**src/sv/tpsa_pkg.sv**
```systemverilog
// ----------------------------------------------------------------------------
// tpsa_pkg
// Shared types, constants and the CRC-32/MPEG-2 byte update for the
// transport stream PSI section assembler.
// ----------------------------------------------------------------------------
package tpsa_pkg;

    localparam int TS_PACKET_BYTES = 188;

    localparam int CFG_IDX_W  = 4;
    localparam int CFG_DATA_W = 16;

    localparam int PID_W     = 13;
    localparam int PREFIX_W  = 5;
    localparam int POS_W     = 8;
    localparam int INDEX_W   = 13;
    localparam int CRC_W     = 32;

    localparam logic [CRC_W-1:0] CRC_POLY = 32'h04C1_1DB7;
    localparam logic [CRC_W-1:0] CRC_INIT = 32'hFFFF_FFFF;
    localparam logic [7:0]       STUFF_BYTE = 8'hFF;

    // byte positions inside the 188-byte packet
    localparam logic [POS_W-1:0] POS_SYNC   = 8'd0;
    localparam logic [POS_W-1:0] POS_PID_HI = 8'd1;
    localparam logic [POS_W-1:0] POS_PID_LO = 8'd2;
    localparam logic [POS_W-1:0] POS_CTRL   = 8'd3;
    localparam logic [POS_W-1:0] POS_MAX    = 8'hFF;

    typedef enum logic [CFG_IDX_W-1:0] {
        REG_TARGET_PID   = 4'd0,
        REG_PREFIX_BYTES = 4'd1
    } t_cfg_reg;

    typedef struct packed {
        logic [7:0]         section_byte;
        logic [INDEX_W-1:0] byte_index;
        logic               section_end;
        logic               crc_ok;
    } t_result;

    function automatic logic [CRC_W-1:0] crc_byte(input logic [CRC_W-1:0] crc_in,
                                                  input logic [7:0]       b);
        logic [CRC_W-1:0] c;
        c = crc_in ^ {b, 24'h000000};
        for (int i = 0; i < 8; i++) begin
            c = c[CRC_W-1] ? ((c << 1) ^ CRC_POLY) : (c << 1);
        end
        return c;
    endfunction

endpackage

```
**src/sv/ts_psi_section_assembler.sv**
```systemverilog
// ----------------------------------------------------------------------------
// ts_psi_section_assembler
// Filters one PID from a transport stream byte stream and reassembles its
// PSI sections, tagging each byte with its index and the last with CRC status.
// ----------------------------------------------------------------------------
// channel  direction  signals                                   transfer when
// in       sink       i_data_byte, i_packet_start               i_in_valid & o_in_ready
// out      source     o_section_byte, o_byte_index,             o_out_valid & i_out_ready
//                     o_section_end, o_crc_ok
// cfg      sink       i_cfg_index, i_cfg_data                   i_cfg_valid & o_cfg_ready
//
// One byte per cycle while o_in_ready is high; each byte is decoded and
// CRC-updated combinationally; its result is registered in the output buffer.
// A two-entry output buffer (output register plus skid) keeps the input open
// while one result stalls; input stalls only when both entries are full.
// Reset is synchronous; the cfg port is always ready.
// ----------------------------------------------------------------------------
module ts_psi_section_assembler (
    input  logic                              i_clk,
    input  logic                              i_rst_n,
    input  logic                              i_in_valid,
    output logic                              o_in_ready,
    input  logic [7:0]                        i_data_byte,
    input  logic                              i_packet_start,
    output logic                              o_out_valid,
    input  logic                              i_out_ready,
    output logic [7:0]                        o_section_byte,
    output logic [tpsa_pkg::INDEX_W-1:0]      o_byte_index,
    output logic                              o_section_end,
    output logic                              o_crc_ok,
    input  logic                              i_cfg_valid,
    output logic                              o_cfg_ready,
    input  logic [tpsa_pkg::CFG_IDX_W-1:0]    i_cfg_index,
    input  logic [tpsa_pkg::CFG_DATA_W-1:0]   i_cfg_data
);
    import tpsa_pkg::*;

    logic [PID_W-1:0]    r_target_pid;
    logic [PREFIX_W-1:0] r_prefix_bytes;

    logic [POS_W-1:0]    r_packet_pos,      n_packet_pos;
    logic [PID_W-1:0]    r_header_pid,      n_header_pid;
    logic                r_unit_start,      n_unit_start;
    logic [7:0]          r_adapt_remaining, n_adapt_remaining;
    logic [7:0]          r_pointer_remaining, n_pointer_remaining;
    logic                r_pid_match,       n_pid_match;
    logic                r_skip_rest,       n_skip_rest;
    logic                r_adapt_flag,      n_adapt_flag;
    logic                r_pointer_pending, n_pointer_pending;
    logic                r_in_section,      n_in_section;
    logic [INDEX_W-1:0]  r_section_count,   n_section_count;
    logic [INDEX_W-1:0]  r_section_total,   n_section_total;
    logic [CRC_W-1:0]    r_crc,             n_crc;

    logic    r_out_valid, r_skid_valid;
    t_result r_out, r_skid;

    logic    in_fire, out_fire;
    logic    res_valid;
    t_result res;

    assign o_in_ready  = !r_skid_valid;
    assign in_fire     = i_in_valid && o_in_ready;
    assign out_fire    = r_out_valid && i_out_ready;
    assign o_cfg_ready = 1'b1;

    always_ff @(posedge i_clk) begin
        if (!i_rst_n) begin
            r_target_pid   <= '0;
            r_prefix_bytes <= '0;
        end else if (i_cfg_valid) begin
            case (t_cfg_reg'(i_cfg_index))
                REG_TARGET_PID:   r_target_pid   <= i_cfg_data[PID_W-1:0];
                REG_PREFIX_BYTES: r_prefix_bytes <= i_cfg_data[PREFIX_W-1:0];
                default: ;
            endcase
        end
    end

    always_comb begin
        logic [POS_W-1:0]   v_pos;
        logic [POS_W-1:0]   v_k;
        logic [POS_W-1:0]   v_prefix;
        logic               v_emit;
        logic               v_restart;
        logic [INDEX_W-1:0] v_idx;
        logic [INDEX_W-1:0] v_total;
        logic [CRC_W-1:0]   v_crc;
        logic               v_end;

        n_packet_pos        = r_packet_pos;
        n_header_pid        = r_header_pid;
        n_unit_start        = r_unit_start;
        n_adapt_remaining   = r_adapt_remaining;
        n_pointer_remaining = r_pointer_remaining;
        n_pid_match         = r_pid_match;
        n_skip_rest         = r_skip_rest;
        n_adapt_flag        = r_adapt_flag;
        n_pointer_pending   = r_pointer_pending;
        n_in_section        = r_in_section;
        n_section_count     = r_section_count;
        n_section_total     = r_section_total;
        n_crc               = r_crc;
        v_emit    = 1'b0;
        v_restart = 1'b0;
        v_end     = 1'b0;
        v_prefix  = {{(POS_W-PREFIX_W){1'b0}}, r_prefix_bytes};
        v_pos     = i_packet_start ? '0 : r_packet_pos;
        v_k       = v_pos - v_prefix;

        if (in_fire) begin
            if (i_packet_start) begin
                n_header_pid        = '0;
                n_unit_start        = 1'b0;
                n_adapt_remaining   = '0;
                n_pointer_remaining = '0;
                n_pid_match         = 1'b0;
                n_skip_rest         = 1'b0;
                n_adapt_flag        = 1'b0;
                n_pointer_pending   = 1'b0;
            end
            n_packet_pos = (v_pos == POS_MAX) ? v_pos : v_pos + 8'd1;

            if (v_pos >= v_prefix && v_k < POS_W'(TS_PACKET_BYTES)) begin
                case (v_k)
                    POS_SYNC: ;
                    POS_PID_HI: begin
                        n_header_pid = {i_data_byte[4:0], 8'h00};
                        n_unit_start = i_data_byte[6];
                    end
                    POS_PID_LO: begin
                        n_header_pid = {n_header_pid[PID_W-1:8], i_data_byte};
                        n_pid_match  = ({n_header_pid[PID_W-1:8], i_data_byte}
                                        == r_target_pid);
                    end
                    POS_CTRL: begin
                        n_adapt_flag      = i_data_byte[5];
                        n_pointer_pending = n_unit_start;
                    end
                    default: begin
                        if (n_pid_match && !n_skip_rest) begin
                            if (n_adapt_flag) begin
                                n_adapt_flag      = 1'b0;
                                n_adapt_remaining = i_data_byte;
                            end else if (n_adapt_remaining != '0) begin
                                n_adapt_remaining = n_adapt_remaining - 8'd1;
                            end else if (n_pointer_pending) begin
                                n_pointer_pending   = 1'b0;
                                n_pointer_remaining = i_data_byte;
                                if (i_data_byte == 8'd0) begin
                                    n_in_section = 1'b0;
                                end
                            end else if (n_pointer_remaining != '0) begin
                                n_pointer_remaining = n_pointer_remaining - 8'd1;
                                v_emit = r_in_section;
                                // pointer region over: unfinished section is dropped
                                if (n_pointer_remaining == '0) begin
                                    n_in_section = 1'b0;
                                end
                            end else if (!n_unit_start || r_in_section) begin
                                v_emit = r_in_section;
                            end else if (i_data_byte == STUFF_BYTE) begin
                                n_skip_rest = 1'b1;
                            end else begin
                                v_emit    = 1'b1;
                                v_restart = 1'b1;
                            end
                        end
                    end
                endcase
            end
        end

        v_idx   = v_restart ? '0 : r_section_count;
        v_total = v_restart ? '0 : r_section_total;
        v_crc   = crc_byte(v_restart ? CRC_INIT : r_crc, i_data_byte);
        if (v_idx == INDEX_W'(1)) begin
            v_total = {1'b0, i_data_byte[3:0], 8'h00};
        end else if (v_idx == INDEX_W'(2)) begin
            v_total = v_total + {{(INDEX_W-8){1'b0}}, i_data_byte} + INDEX_W'(3);
        end
        if (v_emit) begin
            v_end = (v_idx >= INDEX_W'(2))
                    && ({1'b0, v_idx} + (INDEX_W+1)'(1) == {1'b0, v_total});
            n_crc           = v_crc;
            n_section_total = v_total;
            n_section_count = v_idx + INDEX_W'(1);
            n_in_section    = !v_end;
            if (!v_end && n_pointer_remaining == '0 && r_pointer_remaining != '0) begin
                n_in_section = 1'b0;
            end
        end

        res_valid        = v_emit;
        res.section_byte = i_data_byte;
        res.byte_index   = v_idx;
        res.section_end  = v_end;
        res.crc_ok       = v_end && (v_crc == '0);
    end

    always_ff @(posedge i_clk) begin
        if (!i_rst_n) begin
            r_packet_pos        <= '0;
            r_header_pid        <= '0;
            r_unit_start        <= 1'b0;
            r_adapt_remaining   <= '0;
            r_pointer_remaining <= '0;
            r_pid_match         <= 1'b0;
            r_skip_rest         <= 1'b0;
            r_adapt_flag        <= 1'b0;
            r_pointer_pending   <= 1'b0;
            r_in_section        <= 1'b0;
            r_section_count     <= '0;
            r_section_total     <= '0;
            r_crc               <= CRC_INIT;
        end else begin
            r_packet_pos        <= n_packet_pos;
            r_header_pid        <= n_header_pid;
            r_unit_start        <= n_unit_start;
            r_adapt_remaining   <= n_adapt_remaining;
            r_pointer_remaining <= n_pointer_remaining;
            r_pid_match         <= n_pid_match;
            r_skip_rest         <= n_skip_rest;
            r_adapt_flag        <= n_adapt_flag;
            r_pointer_pending   <= n_pointer_pending;
            r_in_section        <= n_in_section;
            r_section_count     <= n_section_count;
            r_section_total     <= n_section_total;
            r_crc               <= n_crc;
        end
    end

    // output register with skid entry
    always_ff @(posedge i_clk) begin
        if (!i_rst_n) begin
            r_out_valid  <= 1'b0;
            r_skid_valid <= 1'b0;
        end else if (out_fire || !r_out_valid) begin
            if (r_skid_valid) begin
                r_out_valid  <= 1'b1;
                r_skid_valid <= 1'b0;
            end else begin
                r_out_valid  <= res_valid;
            end
        end else if (res_valid) begin
            r_skid_valid <= 1'b1;
        end
    end

    always_ff @(posedge i_clk) begin
        if (out_fire || !r_out_valid) begin
            r_out <= r_skid_valid ? r_skid : res;
        end else if (res_valid) begin
            r_skid <= res;
        end
    end

    assign o_out_valid    = r_out_valid;
    assign o_section_byte = r_out.section_byte;
    assign o_byte_index   = r_out.byte_index;
    assign o_section_end  = r_out.section_end;
    assign o_crc_ok       = r_out.crc_ok;

    a_skid_implies_out: assert property (@(posedge i_clk) disable iff (!i_rst_n)
        r_skid_valid |-> r_out_valid)
        else $error("skid entry held without output entry");

    a_no_input_when_full: assert property (@(posedge i_clk) disable iff (!i_rst_n)
        (r_skid_valid && !i_out_ready) |=> r_skid_valid && $stable(r_skid))
        else $error("skid entry lost while output stalled");

    a_end_index: assert property (@(posedge i_clk) disable iff (!i_rst_n)
        (r_out_valid && r_out.section_end) |-> (r_out.byte_index >= INDEX_W'(2)))
        else $error("section end before header complete");

    a_crc_only_at_end: assert property (@(posedge i_clk) disable iff (!i_rst_n)
        (res_valid && res.crc_ok) |-> res.section_end)
        else $error("crc status outside section end");

    a_end_closes_section: assert property (@(posedge i_clk) disable iff (!i_rst_n)
        (res_valid && res.section_end) |=> !r_in_section)
        else $error("section still open after its last byte");

endmodule

```
**config.mk**
```make
export PLATFORM = sky130hd
export DESIGN_NAME = ts_psi_section_assembler
export DESIGN_NICKNAME = d
export VERILOG_FILES = /design/src/sv/tpsa_pkg.sv /design/src/sv/ts_psi_section_assembler.sv
export SDC_FILE = /design/constraint.sdc
export NUM_CORES = 1
export LEC_CHECK = 0
export BUFFER_PORTS_ARGS = -buffer_cell sky130_fd_sc_hd__buf_4
export CAP_MARGIN = 20
export CORE_MARGIN = 5
export CORE_UTILIZATION = 55
export DETAILED_ROUTE_END_ITERATION = 7
export PLACE_DENSITY = 0.76
export SYNTH_ARGS = -nofsm -noshare
export SYNTH_HDL_FRONTEND = slang
export SYNTH_SLANG_ARGS = --single-unit
```
**constraint.sdc**
```tcl
create_clock -name i_clk -period 7.5 [get_ports i_clk]
set_input_delay 1.5 -clock i_clk [delete_from_list [all_inputs] [get_ports i_clk]]
set_output_delay 1.5 -clock i_clk [all_outputs]
set_load 0.02 [all_outputs]
```
==> impl_metrics.py <==
metrics = {
    "critical_path": {
        "path_buf_inv": 2,
        "worstReg2RegStart": "r_packet_pos[1]",
        "timing.rr.end": "o_crc_ok",
        "r2r_slack_ns": 1.26,
        "required_ns": 7.77,
        "slowest_stage": "a311o_1",
        "path_class": "primary input to flop",
        "timing.critical_path.max_delay_family": "compound AO/OA/AOI/OAI gates",
        "rr_worst_depth": 25,
        "max_stage_delay_ns": 0.40,
        "worstPathMaxFanout": 8,
        "critPathArrivalTime_ns": 7.27,
        "critPathCaptureType": "flop",
        "critPathLaunchType": "primary input",
        "cpMostUsedCell": "o21ai_0",
    },
    "route": {
        "drc": 0,
        "first_iter_violations": 856,
        "drtAntennaViolNets": 0,
        "avgViaCountPerCell": 6.19,
        "vias": 10282,
        "drtPass1Iterations": 5,
        "wl_per_cell_um": 18.3,
        "routed_wl_mm": 30.5,
    },
    "global_routing": {
        "grt_pass1_vias": 9543,
        "grt_pass1_wl_mm": 49.0,
        "antenna_found_initial": 0,
        "grt_usage": 0.253,
        "overflow": 0,
        "grt_max_degree": 115,
    },
    "floorplan": {
        "dieArea_um2": 23400,
        "num_rows": 52,
        "die_h_um": 153,
        "die_width_um": 153,
        "io_pins": 60,
        "initial_utilization": 0.558,
        "core_um2": 20200,
    },
    "clocking": {
        "cts.sinks": 159,
        "clk_pin_slew_ns": 0.06,
        "htree_levels": 4,
        "postCtsResizedCells": 0,
        "cts-root-buf": "clkbuf_16",
        "cts.path.max_buffers": 2,
        "cts_post_setup_buffers_inserted": 0,
        "cts_buffers": 17,
        "clk_latency_ns": 0.44,
        "cts_tree": "built",
        "postCtsHoldBufs": 0,
    },
    "power": {
        "total_power_mw": 1.98,
        "p_leak_nw": 4.89,
        "vdd_drop_max_v": 0.000160,
        "power_density_nw_per_um2": 158,
    },
    "timing": {
        "worstMarginPinSlew_ns": 1.15,
        "fin_ws_ns": 0.494,
        "fin_setup_tns_ns": 0,
        "period_needed_ns": 7.01,
        "final.setup_skew_ns": 0.0114,
        "rsz0062_at_grt": "false",
        "period_share": 0.934,
        "setup_viol": 0,
        "maxSlewViolCount": 0,
        "slew-limit-headroom": 0.234,
        "hold_viol": 0,
        "max_freq_mhz": 143,
    },
    "layout": {
        "final_common_cell": "nand2_1",
        "areaGrowthSynthToFinish_pct": 10.7,
        "nNetsFinal": 1441,
        "nFillCells": 1741,
        "antenna_cells": 0,
        "mostFrequentLayoutCells": "158 x nand2_1, 113 x dfxtp_1, 111 x nor2_1",
        "drive_above_1_share": 0.117,
    },
    "run": {
        "max_cap_violations": 0,
    },
    "synthesis": {
        "ys_ff_latch": 159,
        "ys_seq_area_frac": 0.323,
        "synth.avg_cell_area_um2": 8.21,
        "synthArstFlopShare": 0,
        "syn_area_um2": 11300,
        "synthCells": 1372,
        "yosys_warnings": 0,
        "synth_cell_type_count": 89,
        "synth_fp_nets": 1435,
        "synth_ff_type": "dfxtp_1",
        "synth_edf_count": 46,
    },
    "run_status": {
        "status": "finished clean",
    },
    "worst_hold_path": {
        "holdPathEnd": "r_crc[1]",
        "holdCritStartpoint": "r_crc[1]",
        "min_path_type": "flop to flop",
        "hold_depth": 2,
    },
    "place": {
        "dpl_worst_slack_ns": 0.0769,
        "place_congestion": 0.963,
        "dp_hpwl_mm": 21.1,
        "numPortBuffers": 55,
    },
}
==> cell usage after synthesis (4+ instances only) <==
master / count / area (µm²)
a211oi_1: 11 / 82.6
and4_1: 5 / 43.8
mux2_2: 16 / 180
a21boi_0: 17 / 128
a21boi_1: 5 / 37.5
nand2b_1: 13 / 81.3
edfxtp_1: 46 / 1380
mux2i_1: 24 / 240
nor4_1: 22 / 138
nand3_1: 27 / 135
or4_1: 4 / 30.0
nor2_1: 112 / 420
nand3b_1: 5 / 37.5
a22oi_1: 19 / 143
or3_1: 8 / 50.1
a31oi_1: 17 / 106
nand4_1: 16 / 100
and2_1: 26 / 163
nor3b_1: 8 / 60.1
a21oi_1: 55 / 275
ha_1: 27 / 338
o211ai_1: 34 / 255
xor2_1: 59 / 517
nand2_1: 159 / 597
a22o_1: 4 / 35.0
nor2b_1: 63 / 394
and3_1: 23 / 144
dfxtp_1: 113 / 2260
inv_1: 28 / 105
o21ai_1: 5 / 25.0
a21o_1: 6 / 45.0
xnor2_1: 101 / 885
nor3_1: 38 / 190
a32oi_1: 4 / 35.0
o21ai_0: 63 / 315
o22ai_1: 4 / 25.0
clkbuf_1: 74 / 278
a311oi_1: 5 / 43.8
buf_1: 6 / 22.5
buf_2: 12 / 60.1
o211a_1: 8 / 80.1
o221ai_1: 4 / 35.0
==> cell families (layout without fill, tap and decap cells) <==
logic type	after synthesis	count (layout)	share of synthesized area
xor gates and xnor gates	161	161	0.126
other	1	1	0.000333
muxes	40	40	0.0373
DFF	159	159	0.323
buffers and inverters	128	147	0.0471
AOI/OAI and AO/OA	303	303	0.183
adders and majority gates	31	31	0.0354
and+or+nand+nor	549	549	0.247
==> routing by layer <==
metal	routed length, µm	track usage	vias to the layer above
li1	-	-	4885
met2	14000	0.408	432
met5	0	0	-
met3	2190	0.0418	104
met1	13100	0.339	4861
met4	1190	0.106	0
==> flip-flops by register name, summed over array words and instances (netlist names), 5 cells and up <==
register,flops
r_section_total,13
o_byte_index,13
r_section_count,13
r_skid,23
r_adapt_remaining,8
r_crc,32
r_packet_pos,8
r_header_pid,5
o_section_byte,8
r_pointer_remaining,8
r_target_pid,13
r_prefix_bytes,5
==> power by group <==
group          switching (mW)  total [mW]  internal (mW)
Clock                   0.381       0.844          0.463
Sequential            0.00420       0.889          0.885
Combinational           0.143       0.242         0.0989
==> worst reg2reg max path: cells and delay by family, from the launching register on <==
kind,cells,cell delay (ns)
compound gates,12,2.89
simple gates,7,1.39
fa+ha+maj,3,0.91
flops,1,0.46
xor+xnor,1,0.19
mux,1,0.15
buf+inv,1,0.09
==> final cells by class <==
class	count	area (µm²)	area share
Multi-Input combinational cell	1085	7170	0.575
Sequential cell	159	3640	0.292
Timing Repair Buffer	86	646	0.0518
Clock buffer	18	429	0.0344
Tap cell	270	338	0.0271
Clock inverter	14	131	0.0105
Inverter	29	109	0.00873
==> worst max-delay path by stage <==
stage                        start       end  slack [ns]  depth (start not counted)
global placement    i_packet_start  o_crc_ok        0.18                         26
global route        i_packet_start  o_crc_ok        0.07                         27
CTS                 i_packet_start  o_crc_ok        0.52                         29
floorplan           i_packet_start  o_crc_ok        0.02                         32
detailed placement  i_packet_start  o_crc_ok        0.08                         29
finish              i_packet_start  o_crc_ok        0.49                         27
==> through the flow <==
step	hold WS [ns]	area, µm²	util	instances
after floorplan	0.439	11300	-	1372
after global placement	0.469	11900	0.590	1629
after detailed placement	0.476	11900	0.590	1629
after CTS	0.485	12500	0.618	1661
after global routing	0.487	12500	0.618	1661
final	0.489	12500	0.618	1661
(Power assumes the default switching activity.)
